===== src/design/stt_pkg.sv =====
// ----------------------------------------------------------------------------
// stt_pkg
// Shared types, codes and constants of the software timer table.
// ----------------------------------------------------------------------------
`default_nettype none

package stt_pkg;

  localparam int unsigned DEF_POOL_SLOTS = 16;
  localparam int unsigned MAX_RESULTS    = 16;
  localparam int unsigned EV_CNT_W       = $clog2(MAX_RESULTS + 1);
  localparam int unsigned EV_IDX_W       = $clog2(MAX_RESULTS);
  localparam int unsigned FREE_W         = 7;
  localparam int unsigned IN_DATA_W      = 88;
  localparam int unsigned OUT_DATA_W     = 32;

  typedef enum logic [1:0] {
    OP_SET    = 2'd0,
    OP_REMOVE = 2'd1,
    OP_TICK   = 2'd2,
    OP_NONE   = 2'd3
  } opcode_t;

  typedef enum logic [1:0] {
    ST_OK        = 2'd0,
    ST_NOT_FOUND = 2'd1,
    ST_FULL      = 2'd2
  } status_t;

  localparam logic KIND_STATUS = 1'b0;
  localparam logic KIND_EXPIRY = 1'b1;

  typedef struct packed {
    logic load;
    logic step;
    logic finish;
    logic insert;
    logic emit_status;
    logic emit_event;
  } cmd_t;

  typedef struct packed {
    opcode_t op;
    logic    scan_done;
    logic    found;
    logic    full;
    logic    ev_any;
    logic    ev_last;
    logic    out_free;
  } stat_t;

endpackage

`default_nettype wire


===== src/design/stt_ctrl.sv =====
// ----------------------------------------------------------------------------
// stt_ctrl
// Sequencer of the timer table: accept, scan, insert and result drain.
// ----------------------------------------------------------------------------
`default_nettype none

module stt_ctrl (
  input  wire logic          clk,
  input  wire logic          rst_n,
  input  wire logic          in_tvalid,
  input  wire logic [1:0]    in_op,
  output logic               in_tready,
  input  wire stt_pkg::stat_t st,
  output stt_pkg::cmd_t      cmd
);

  typedef enum logic [4:0] {
    S_IDLE  = 5'b00001,
    S_SCAN  = 5'b00010,
    S_INS   = 5'b00100,
    S_STAT  = 5'b01000,
    S_DRAIN = 5'b10000
  } state_t;

  state_t state_r, state_nxt;

  assign in_tready = (state_r == S_IDLE);

  always_comb begin
    state_nxt = state_r;
    cmd       = '0;
    case (state_r)
      S_IDLE: begin
        if (in_tvalid) begin
          cmd.load = 1'b1;
          if (in_op != stt_pkg::OP_NONE) state_nxt = S_SCAN;
        end
      end
      S_SCAN: begin
        if (st.scan_done) begin
          cmd.finish = 1'b1;
          if (st.op == stt_pkg::OP_TICK) begin
            state_nxt = st.ev_any ? S_DRAIN : S_IDLE;
          end else if (st.op == stt_pkg::OP_SET && !st.found && !st.full) begin
            state_nxt = S_INS;
          end else begin
            state_nxt = S_STAT;
          end
        end else begin
          cmd.step = 1'b1;
        end
      end
      S_INS: begin
        cmd.insert = 1'b1;
        state_nxt  = S_STAT;
      end
      S_STAT: begin
        if (st.out_free) begin
          cmd.emit_status = 1'b1;
          state_nxt       = S_IDLE;
        end
      end
      S_DRAIN: begin
        if (st.out_free) begin
          cmd.emit_event = 1'b1;
          if (st.ev_last) state_nxt = S_IDLE;
        end
      end
      default: state_nxt = S_IDLE;
    endcase
  end

  always_ff @(posedge clk) begin
    if (!rst_n) begin
      state_r <= S_IDLE;
    end else begin
      state_r <= state_nxt;
    end
  end

  assert property (@(posedge clk) disable iff (!rst_n)
    (state_r == S_INS) |=> (state_r == S_STAT))
    else $error("insert not followed by status");
  assert property (@(posedge clk) disable iff (!rst_n)
    cmd.load |-> (state_r == S_IDLE))
    else $error("item taken while busy");
  assert property (@(posedge clk) disable iff (!rst_n)
    (state_r == S_SCAN && st.scan_done && st.op == stt_pkg::OP_TICK && !st.ev_any)
      |=> (state_r == S_IDLE))
    else $error("silent tick did not end");

endmodule

`default_nettype wire


===== src/design/stt_dp.sv =====
// ----------------------------------------------------------------------------
// stt_dp
// Timer slot storage, order list, expiry buffer and output register.
// ----------------------------------------------------------------------------
`default_nettype none

module stt_dp #(
  parameter int unsigned POOL_SLOTS = stt_pkg::DEF_POOL_SLOTS
) (
  input  wire logic                  clk,
  input  wire logic                  rst_n,
  input  wire stt_pkg::cmd_t         cmd,
  output stt_pkg::stat_t             st,
  input  wire logic [1:0]            in_op,
  input  wire logic [7:0]            in_task,
  input  wire logic [7:0]            in_sig,
  input  wire logic [31:0]           in_dur,
  input  wire logic                  in_per,
  input  wire logic [31:0]           in_el,
  output logic                       out_valid,
  input  wire logic                  out_ready,
  output logic                       out_kind,
  output logic [1:0]                 out_status,
  output logic [7:0]                 out_task,
  output logic [7:0]                 out_sig,
  output logic [stt_pkg::FREE_W-1:0] out_free,
  output logic                       out_last
);

  localparam int unsigned IDX_W = (POOL_SLOTS > 1) ? $clog2(POOL_SLOTS) : 1;
  localparam int unsigned CNT_W = $clog2(POOL_SLOTS + 1);
  localparam logic [CNT_W-1:0] POOL_CNT = CNT_W'(POOL_SLOTS);

  logic [7:0]            task_r   [POOL_SLOTS];
  logic [7:0]            sig_r    [POOL_SLOTS];
  logic [31:0]           count_r  [POOL_SLOTS];
  logic [31:0]           period_r [POOL_SLOTS];
  logic [IDX_W-1:0]      order_r  [POOL_SLOTS];
  logic [POOL_SLOTS-1:0] free_r;
  logic [CNT_W-1:0]      act_r;

  stt_pkg::opcode_t op_r;
  logic [7:0]       key_task_r, key_sig_r;
  logic [31:0]      dur_r, el_r;
  logic             per_r;
  logic [CNT_W-1:0] i_r, wr_r;
  logic             found_r;
  logic [1:0]       status_r;

  logic [7:0]                 ev_task_r [stt_pkg::MAX_RESULTS];
  logic [7:0]                 ev_sig_r  [stt_pkg::MAX_RESULTS];
  logic [stt_pkg::EV_CNT_W-1:0] ev_n_r, rd_r;

  logic                       out_valid_r, out_kind_r, out_last_r;
  logic [1:0]                 out_status_r;
  logic [7:0]                 out_task_r, out_sig_r;
  logic [stt_pkg::FREE_W-1:0] out_free_r;

  logic [IDX_W-1:0] cur_s, ins_s;
  logic             hit, expired;
  logic [31:0]      cur_cnt, sub_cnt;
  logic             can_load;

  assign cur_s   = order_r[i_r[IDX_W-1:0]];
  assign hit     = (task_r[cur_s] == key_task_r) && (sig_r[cur_s] == key_sig_r);
  assign cur_cnt = count_r[cur_s];
  assign sub_cnt = (cur_cnt > el_r) ? (cur_cnt - el_r) : 32'd0;
  assign expired = (sub_cnt == 32'd0);
  assign can_load = !out_valid_r || out_ready;

  always_comb begin
    ins_s = '0;
    for (int j = POOL_SLOTS - 1; j >= 0; j--) begin
      if (free_r[j]) ins_s = IDX_W'(j);
    end
  end

  assign st.op        = op_r;
  assign st.scan_done = (i_r == act_r) || (op_r == stt_pkg::OP_SET && found_r);
  assign st.found     = found_r;
  assign st.full      = (act_r == POOL_CNT);
  assign st.ev_any    = (ev_n_r != '0);
  assign st.ev_last   = (rd_r == ev_n_r - stt_pkg::EV_CNT_W'(1));
  assign st.out_free  = can_load;

  always_ff @(posedge clk) begin
    if (cmd.load) begin
      op_r       <= stt_pkg::opcode_t'(in_op);
      key_task_r <= in_task;
      key_sig_r  <= in_sig;
      dur_r      <= in_dur;
      per_r      <= in_per;
      el_r       <= in_el;
    end
    if (cmd.step) begin
      case (op_r)
        stt_pkg::OP_SET: begin
          if (hit) count_r[cur_s] <= dur_r;
        end
        stt_pkg::OP_REMOVE: begin
          if (!(hit && !found_r)) order_r[wr_r[IDX_W-1:0]] <= cur_s;
        end
        stt_pkg::OP_TICK: begin
          if (expired) begin
            if (stt_pkg::EV_CNT_W'(ev_n_r) < stt_pkg::EV_CNT_W'(stt_pkg::MAX_RESULTS)) begin
              ev_task_r[ev_n_r[stt_pkg::EV_IDX_W-1:0]] <= task_r[cur_s];
              ev_sig_r[ev_n_r[stt_pkg::EV_IDX_W-1:0]]  <= sig_r[cur_s];
            end
            count_r[cur_s] <= period_r[cur_s];
            if (period_r[cur_s] != 32'd0) order_r[wr_r[IDX_W-1:0]] <= cur_s;
          end else begin
            count_r[cur_s]             <= sub_cnt;
            order_r[wr_r[IDX_W-1:0]] <= cur_s;
          end
        end
        default: ;
      endcase
    end
    if (cmd.insert) begin
      task_r[ins_s]   <= key_task_r;
      sig_r[ins_s]    <= key_sig_r;
      count_r[ins_s]  <= dur_r;
      period_r[ins_s] <= per_r ? dur_r : 32'd0;
      for (int j = 1; j < POOL_SLOTS; j++) order_r[j] <= order_r[j-1];
      order_r[0] <= ins_s;
    end
    if (cmd.finish) begin
      if (op_r == stt_pkg::OP_SET) begin
        status_r <= (found_r || act_r != POOL_CNT) ? stt_pkg::ST_OK : stt_pkg::ST_FULL;
      end else begin
        status_r <= found_r ? stt_pkg::ST_OK : stt_pkg::ST_NOT_FOUND;
      end
    end
    if (can_load) begin
      out_kind_r   <= cmd.emit_event ? stt_pkg::KIND_EXPIRY : stt_pkg::KIND_STATUS;
      out_status_r <= cmd.emit_event ? stt_pkg::ST_OK : status_r;
      out_task_r   <= cmd.emit_event ? ev_task_r[rd_r[stt_pkg::EV_IDX_W-1:0]] : 8'd0;
      out_sig_r    <= cmd.emit_event ? ev_sig_r[rd_r[stt_pkg::EV_IDX_W-1:0]] : 8'd0;
      out_free_r   <= stt_pkg::FREE_W'(POOL_CNT - act_r);
      out_last_r   <= cmd.emit_event ? st.ev_last : 1'b1;
    end
  end

  always_ff @(posedge clk) begin
    if (!rst_n) begin
      act_r       <= '0;
      free_r      <= '1;
      out_valid_r <= 1'b0;
      i_r         <= '0;
      wr_r        <= '0;
      found_r     <= 1'b0;
      ev_n_r      <= '0;
      rd_r        <= '0;
    end else begin
      if (cmd.load) begin
        i_r     <= '0;
        wr_r    <= '0;
        found_r <= 1'b0;
        ev_n_r  <= '0;
        rd_r    <= '0;
      end
      if (cmd.step) begin
        i_r <= i_r + CNT_W'(1);
        case (op_r)
          stt_pkg::OP_SET: begin
            if (hit) found_r <= 1'b1;
          end
          stt_pkg::OP_REMOVE: begin
            if (hit && !found_r) begin
              found_r       <= 1'b1;
              free_r[cur_s] <= 1'b1;
            end else begin
              wr_r <= wr_r + CNT_W'(1);
            end
          end
          stt_pkg::OP_TICK: begin
            if (expired) begin
              if (ev_n_r < stt_pkg::EV_CNT_W'(stt_pkg::MAX_RESULTS)) begin
                ev_n_r <= ev_n_r + stt_pkg::EV_CNT_W'(1);
              end
              if (period_r[cur_s] != 32'd0) wr_r <= wr_r + CNT_W'(1);
              else free_r[cur_s] <= 1'b1;
            end else begin
              wr_r <= wr_r + CNT_W'(1);
            end
          end
          default: ;
        endcase
      end
      if (cmd.finish && op_r != stt_pkg::OP_SET) act_r <= wr_r;
      if (cmd.insert) begin
        free_r[ins_s] <= 1'b0;
        act_r         <= act_r + CNT_W'(1);
      end
      if (cmd.emit_event) rd_r <= rd_r + stt_pkg::EV_CNT_W'(1);
      if (cmd.emit_status || cmd.emit_event) begin
        out_valid_r <= 1'b1;
      end else if (out_ready) begin
        out_valid_r <= 1'b0;
      end
    end
  end

  assign out_valid  = out_valid_r;
  assign out_kind   = out_kind_r;
  assign out_status = out_status_r;
  assign out_task   = out_task_r;
  assign out_sig    = out_sig_r;
  assign out_free   = out_free_r;
  assign out_last   = out_last_r;

  assert property (@(posedge clk) disable iff (!rst_n) act_r <= POOL_CNT)
    else $error("active count above pool size");
  assert property (@(posedge clk) disable iff (!rst_n)
    cmd.emit_event |-> (ev_n_r != '0) && (rd_r < ev_n_r))
    else $error("expiry read past buffer");
  assert property (@(posedge clk) disable iff (!rst_n)
    cmd.insert |-> free_r[ins_s] && (act_r < POOL_CNT))
    else $error("insert without free slot");

endmodule

`default_nettype wire


===== src/design/software_timer_table.sv =====
// ----------------------------------------------------------------------------
// software_timer_table
// Pool of keyed one-shot and periodic timers with set, remove and tick.
// ----------------------------------------------------------------------------
// Channel  Direction  tdata fields (low bit up)                      tuser   tlast
// in_      input      task_id, signal, duration, periodic, elapsed   opcode  -
// out_     output     status, expired_task, expired_signal, free     kind    last
//
// One word is taken at a time. An item passes through an accept, a scan of
// the active timer list (a set stops at its matching key), the scan end, an
// insert into a free slot for a new set, and then its result words.
// Reset clears the pool at once; slot contents are not cleared.
// A stalled out_tready holds the current word; the sequencer waits before it emits the next.
// ----------------------------------------------------------------------------
`default_nettype none

module software_timer_table #(
  parameter int unsigned POOL_SLOTS = stt_pkg::DEF_POOL_SLOTS
) (
  input  wire logic                             clk,
  input  wire logic                             rst_n,
  input  wire logic                             in_tvalid,
  output logic                                  in_tready,
  input  wire logic [stt_pkg::IN_DATA_W-1:0]    in_tdata,  // task_id, signal, duration, periodic, elapsed_ticks
  input  wire logic [1:0]                       in_tuser,  // opcode
  output logic                                  out_tvalid,
  input  wire logic                             out_tready,
  output logic [stt_pkg::OUT_DATA_W-1:0]        out_tdata, // status, expired_task, expired_signal, free_slots
  output logic                                  out_tuser, // kind
  output logic                                  out_tlast
);

  stt_pkg::cmd_t  cmd;
  stt_pkg::stat_t st;

  logic [1:0]                 o_status;
  logic [7:0]                 o_task, o_sig;
  logic [stt_pkg::FREE_W-1:0] o_free;

  stt_ctrl u_ctrl (
    .clk       (clk),
    .rst_n     (rst_n),
    .in_tvalid (in_tvalid),
    .in_op     (in_tuser),
    .in_tready (in_tready),
    .st        (st),
    .cmd       (cmd)
  );

  stt_dp #(
    .POOL_SLOTS (POOL_SLOTS)
  ) u_dp (
    .clk        (clk),
    .rst_n      (rst_n),
    .cmd        (cmd),
    .st         (st),
    .in_op      (in_tuser),
    .in_task    (in_tdata[7:0]),
    .in_sig     (in_tdata[15:8]),
    .in_dur     (in_tdata[47:16]),
    .in_per     (in_tdata[48]),
    .in_el      (in_tdata[80:49]),
    .out_valid  (out_tvalid),
    .out_ready  (out_tready),
    .out_kind   (out_tuser),
    .out_status (o_status),
    .out_task   (o_task),
    .out_sig    (o_sig),
    .out_free   (o_free),
    .out_last   (out_tlast)
  );

  assign out_tdata = {7'd0, o_free, o_sig, o_task, o_status};

endmodule

`default_nettype wire

===== config.mk =====
export PLATFORM = sky130hd
export DESIGN_NAME = software_timer_table
export DESIGN_NICKNAME = d
export VERILOG_FILES = /design/src/design/stt_pkg.sv /design/src/design/stt_ctrl.sv /design/src/design/stt_dp.sv /design/src/design/software_timer_table.sv
export SDC_FILE = /design/constraint.sdc
export NUM_CORES = 2
export LEC_CHECK = 0
export BUFFER_PORTS_ARGS = -buffer_cell sky130_fd_sc_hd__buf_2
export CAP_MARGIN = 5
export CORE_ASPECT_RATIO = 1.1
export CORE_MARGIN = 2
export CORE_UTILIZATION = 60
export DETAILED_ROUTE_END_ITERATION = 12
export PLACE_DENSITY = 0.77
export SYNTH_ARGS = -nofsm -noshare
export SYNTH_HDL_FRONTEND = slang
export SYNTH_SLANG_ARGS = --single-unit

===== constraint.sdc =====
create_clock -name clk -period 9 [get_ports clk]
set_input_delay 0.9 -clock clk [delete_from_list [all_inputs] [get_ports clk]]
set_output_delay 0.9 -clock clk [all_outputs]
set_load 0.1 [all_outputs]

Word level (Yosys, flattened, before mapping)
Memory sizes are Yosys's and may differ from the RTL's. A register that Yosys moved wholly into a read port is not among the register bits.
Index checks and enable logic that the tools add are counted.
{ "op_classes": {"addsub": 8, "n_mul": 0, "div": 0, "order_cmp": 6, "n_eq_ne": 20, "n_shift": 0, "mux": 115, "n_bitwise": 7, "reduce_logical": 29} }
{ "ops": {"columns": ["op", "count"], "rows": [
  ["32-bit 2-to-1 mux", 5],
  ["5-bit 2-to-1 mux", 23],
  ["16-bit 2-to-1 mux", 6],
  ["4-bit 2-to-1 mux", 24],
  ["1-bit 2-to-1 mux", 48],
  ["32-bit > comparator", 1],
  ["32-bit logical NOT", 1],
  ["16-bit one-hot mux with 2 select lines", 1],
  ["32-bit nonzero test", 1],
  ["32-bit OR reduction", 1],
  ["32-bit subtractor", 1],
  ["5-bit by 1-bit adder with 5-bit output (second input constant)", 5],
  ["5-bit one-hot mux with 5 select lines", 1],
  ["16-bit AND", 1],
  ["8-bit == test", 2],
  ["16-bit NOT", 1],
  ["16-bit OR", 1],
  ["5-bit == test", 2],
  ["5-bit == test (second input constant)", 2],
  ["4-bit by 5-bit < comparator with 1-bit output (second input constant)", 2],
  ["5-bit one-hot mux with 2 select lines", 1],
  ["2-bit nonzero test", 5],
  ["1-bit demux with 4-bit select", 2],
  ["4-bit by 1-bit greater-or-equal comparator with 1-bit output (second input constant)", 2],
  ["other kinds (22)", 46]
]} }
{ "totals": {"regBits": 144, "latch_bits": 0, "ramBits": 1600, "rom_bits": 0, "inputBits": 94, "output_inout_bits": 36, "word_cells": 212, "memories": 7} }
{ "mem_list": {"columns": ["memory", "depth", "word_bits", "rd", "rd_clocked_by_memory_dff", "write_ports", "line_no", "source"], "rows": [
  ["u_dp.count_r", 16, 32, 1, 0, 1, "stt_dp.sv:36", "logic [31:0] count_r [POOL_SLOTS];"],
  ["u_dp.period_r", 16, 32, 1, 0, 1, "stt_dp.sv:37", "logic [31:0] period_r [POOL_SLOTS];"],
  ["u_dp.ev_sig_r", 16, 8, 1, 1, 1, "stt_dp.sv:51", "logic [7:0] ev_sig_r [stt_pkg::MAX_RESULTS];"],
  ["u_dp.ev_task_r", 16, 8, 1, 1, 1, "stt_dp.sv:50", "logic [7:0] ev_task_r [stt_pkg::MAX_RESULTS];"],
  ["u_dp.sig_r", 16, 8, 1, 0, 1, "stt_dp.sv:35", "logic [7:0] sig_r [POOL_SLOTS];"],
  ["u_dp.task_r", 16, 8, 1, 0, 1, "stt_dp.sv:34", "logic [7:0] task_r [POOL_SLOTS];"],
  ["+1 memories", null, null, null, null, null, null, null]
]} }

Logic depth before layout (Yosys ltp)
{ "logic_depth": {"ltp_word": 23, "mapped_depth": 33, "ltp_nobuf": 23} }

Cells and area by module
Synthesis repeated with hierarchy kept, for this count alone.
{ "hier_totals": {"hier_cells": 6255, "hier_area_um2": 78673.0} }
{ "by_module_without_submodules": {"columns": ["module", "n_inst", "cells_each", "area_per_inst_um2", "seq_area_each_um2"], "rows": [
  ["stt_dp", 1, 6206, 78275.1, 52320.2],
  ["stt_ctrl", 1, 41, 341.6, 100.1],
  ["software_timer_table", 1, 8, 56.3, 0.0]
]} }

Least setup slack after synthesis
Ideal clock, no wire load.
{ "synth_timing": {"path_kind": "flip-flop to flip-flop", "start": "register with a tool-made name", "end": "memory u_dp.ev_sig_r[0][0] (enable)", "setup_ns": 0.409, "arrival_time_ns": 7.808, "required_time_ns": 8.591, "setup_slack_ns": 0.783, "path_stages_with_launch": 28, "path_buffers": 7, "synth_period_minus_slack_ns": 8.217, "path_cell_list": "dfxtp_1 -> buf_2 -> mux2_2 -> o22ai_1 -> o21a_1 -> buf_2 -> nor2_4 -> buf_6 -> buf_2 -> buf_2 -> buf_2 -> buf_1 -> mux4_2 -> a221oi_1 -> ha_1 -> inv_1 -> fa_1 -> nand3_1 -> nand2_1 -> xor2_1 -> or4_1 -> or4_1 -> nor4_1 -> o2111ai_1 -> or4_1 -> o21ai_1 -> nand2_1 -> nor3_1"} }
{ "synth_rtl": {"columns": ["element", "line_no"], "rows": [
  ["end, declared", "stt_dp.sv:51"]
]} }

==> results.py <==
metrics = {
    "synthesis": {
        "number_of_synthesis_warnings": 0,
        "synth-edff-count": 1711,
        "syn_avg_cell_area_um2": 13.99,
        "post_synth_main_area_contributors": "edfxtp_1 (70%), nand2_1 (4.3%), mux4_2 (3.0%)",
        "synth_top_cell_area_share_pct": 70.15,
        "synthMostInstantiatedCell": "edfxtp_1",
        "postSynth.asyncResetShare_pct": 0,
        "synth_seq_area_share_pct": 71.57,
        "count_of_distinct_cell_types_in_the_synthesized_netlist": 92,
        "ys_dominant_reg_cell": "edfxtp_1",
        "synth.top_cells.by_count": "edfxtp_1 (1,711), nand2_1 (846), nand3_1 (372)",
        "postSynthRegisterBits": 1763,
        "syn_area_mm2": 0.07325,
        "syn-instance-count": 5234,
        "yosysTopAreaCell": "edfxtp_1",
    },
    "route": {
        "dr_pass1_iterations": 6,
        "antenna_violating_nets_post_route": 0,
        "drt-vias-per-instance": 6.613,
        "detail_route.wl_per_cell_um": 26.51,
        "first_iter_violations": 7062,
        "drt_wl_total_mm": 188.4,
        "remaining_drc_errors": 0,
        "routed-via-count": 46990,
    },
    "power": {
        "power_switching_share_pct": 22.33,
        "power.ir.vdd_worst_mv": 0.2474,
        "internal_power_mw": 13.17,
        "pwr-share-seq_pct": 55.1,
        "power.share.combinational_pct": 5.5,
        "clock_power_share_pct": 39.3,
        "power_leakage_nw": 27.93,
        "p_sw_mw": 3.787,
        "power-per-cell-area_mw_per_mm2": 208.1,
    },
    "cells_and_area": {
        "layout.cell_area.non_filler_mm2": 0.08148,
        "syn_to_final_growth_pct": 11.24,
        "num-nets-final": 5481,
        "fill_cells": 7945,
        "layout-drive-gt1-share_pct": 13.20,
    },
    "clock_tree": {
        "cts.sinks": 1763,
        "path_clk_slew_ns": 0.07,
        "cts.hold.buffers_added": 0,
        "cts_repair_resize_count": 0,
        "tritoncts.num_buffers": 167,
        "worst_skew_pair.late_latency_ns": 0.82,
        "tritoncts": "done",
        "clock_tree.root_cell": "clkbuf_16",
        "cts-root-to-sink-buffers": 3,
        "postCtsSetupBuffers": 0,
        "clock_tree.htree_level_count": 4,
    },
    "die": {
        "fp.dieArea_mm2": 0.1249,
        "die_h_um": 370.4,
        "coreArea_mm2": 0.1212,
        "floorplan.rows": 134,
        "num_io_pins": 130,
        "start_util_pct": 60.42,
        "dieWidth_um": 337.1,
    },
    "sta": {
        "finalClockSkew_ns": 0.04527,
        "clock.fmax_mhz": 115.5,
        "layout_min_cycle_time_ns": 8.660,
        "finalSetupTns_ns": 0,
        "hold-worst-slack_ns": 0.2703,
        "final_worst_setup_slack_ns": 0.3397,
        "rsz_0062_raised_after_global_routing": "no",
        "timing_max_transition_violations_final": 0,
        "max_slew.worst_pin.slew_ns": 1.257,
        "post-route-period-util_pct": 96.23,
        "finalHoldViolCount": 0,
        "setup_violations": 0,
        "maxSlewHeadroom_pct": 15.95,
    },
    "global_routing": {
        "grt_start_max_net_pins": 167,
        "total_congestion_overflow_after_global_routing": 0,
        "grt_usage_pct": 29.87,
        "initial_antenna_violation_count": 6,
        "first_global_vias": 44452,
        "grt_first_pass_wirelength_mm": 275.8,
    },
    "worst_setup_path": {
        "cp-start-kind": "flop",
        "crit_path_max_fanout": 11,
        "crit_required_ns": 9.47,
        "crit_type": "flop to flop",
        "worst_setup_path_end_kind": "flop",
        "worstPathArrival_ns": 9.13,
    },
    "placement": {
        "gp_congestion": 0.9264,
        "place.port_buffers": 115,
        "detailedPlace.worstSlack_ns": 0.5899,
        "dp_hpwl_mm": 101.2,
        "place_area_mm2": 0.07631,
    },
    "hold_path": {
        "hold_path.class": "input pin to flop",
        "worst_hold_startpoint": "in_tdata[54]",
    },
    "job": {
        "drv.max_cap_violation_count": 0,
    },
    "run_status": {
        "run_status": "completed",
    },
}
==> power by group through the flow <==
stage | Clock, mW | Sequential [mW] | Combinational (mW)
2_1_floorplan | 0 | 9.49 | 0.564
3_3_place_gp | 0 | 9.51 | 0.894
3_5_place_dp | 0 | 9.51 | 0.913
4_1_cts | 6.72 | 9.34 | 0.919
5_1_grt | 7.02 | 9.35 | 1.01
6_report | 6.67 | 9.35 | 0.939
==> kinds of logic after synthesis <==
family	share of synthesized area (%)
other	0.005120
XOR/XNOR	0.3946
AND/OR/NAND/NOR	10.37
adder cells (fa/ha/maj)	0.8644
flip-flops	71.57
AO/OA/AOI/OAI	9.580
multiplexers	4.600
buffers and inverters	2.622
==> flip-flops by register name (all words and copies together), names as in the netlist, 6 cells and up, named ones only <==
name	count
u_dp.out_task	8
u_dp.period_r	512
u_dp.el_r	32
u_dp.key_task_r	8
u_dp.dur_r	32
u_dp.task_r	128
u_dp.order_r	64
u_dp.free_r	16
u_dp.count_r	512
u_dp.key_sig_r	8
u_dp.sig_r	128
u_dp.ev_task_r	128
u_dp.out_free	6
u_dp.out_sig	8
u_dp.ev_sig_r	128
==> final cells by class <==
class	count	area [um^2]	share of cell area, %
sequential	1763	52430	64.34
multi-input combinational	3018	19250	23.63
clock buffer	213	4437	5.445
timing repair buffer	291	2235	2.743
tap	1632	2042	2.506
clock inverter	90	719.4	0.8830
inverter	96	362.8	0.4453
antenna	3	7.507	0.009214
==> path summary, 6_finish.rpt <==
kind	slack, ns	cells after the start	endpoint
max	0.34	25	u_dp.ev_task_r[6][5]
max reg2reg	0.34	25	u_dp.ev_task_r[6][5]
min reg2reg	0.48	1	u_dp.i_r[4]
min	0.27	1	u_dp.el_r[5]
==> per-layer routing <==
metal  up-vias  global-route usage [%]  wire length [um]
li1      20330                       -                 -
met1     23127                   40.16             69590
met2      2991                   47.65             89030
met3       540                   5.819             20860
met4         2                   13.56              8883
met5         -                       0                 7
==> placed cells by master, fill, tap and decap left out, types with 42 or more instances in the layout <==
| master | instances |
|---|---|
| ha_1 | 49 |
| mux2i_1 | 99 |
| edfxtp_1 | 1711 |
| nor4_1 | 48 |
| a31oi_1 | 83 |
| and2_1 | 80 |
| dfxtp_1 | 50 |
| buf_2 | 115 |
| nor2_1 | 62 |
| inv_1 | 92 |
| a21oi_1 | 356 |
| o21ai_0 | 188 |
| clkbuf_16 | 171 |
| buf_4 | 149 |
| a221oi_1 | 86 |
| nand2_1 | 844 |
| mux4_2 | 98 |
| clkbuf_1 | 42 |
| nand3_1 | 372 |
| and3_1 | 52 |
| a21o_1 | 42 |
==> metrics by stage <==
step                power [mW]  cells  utilization [%]
floorplan                10.05   5240                -
global placement         10.40   6799            62.95
detailed placement       10.42   6799            62.95
CTS                      16.98   7102            67.21
global route             17.38   7104            67.21
finish                   16.96   7106            67.22
==> worst max-delay path, stage by stage (launching register included) <==
cell and delay (ns):
dfxtp_1 0.75, buf_4 0.27, mux4_2 0.51, mux2i_2 0.27, nor2_1 0.22, nor2_2 0.74
buf_4 0.27, nand2_1 0.06, nand3_1 0.08, a21oi_1 0.08, nor4_1 0.53, ha_1 0.42
a21oi_1 0.25, o21ai_0 0.21, a311oi_2 0.58, nand2_1 0.13, xor2_1 0.22, nor4_1 0.50
o2111ai_1 0.25, or4_1 0.59, o21ai_4 0.35, and2_1 0.26, nand2_1 0.12, nor2_1 0.20
and2_1 0.19, buf_4 0.25
Power figures use the tool's default switching activity.
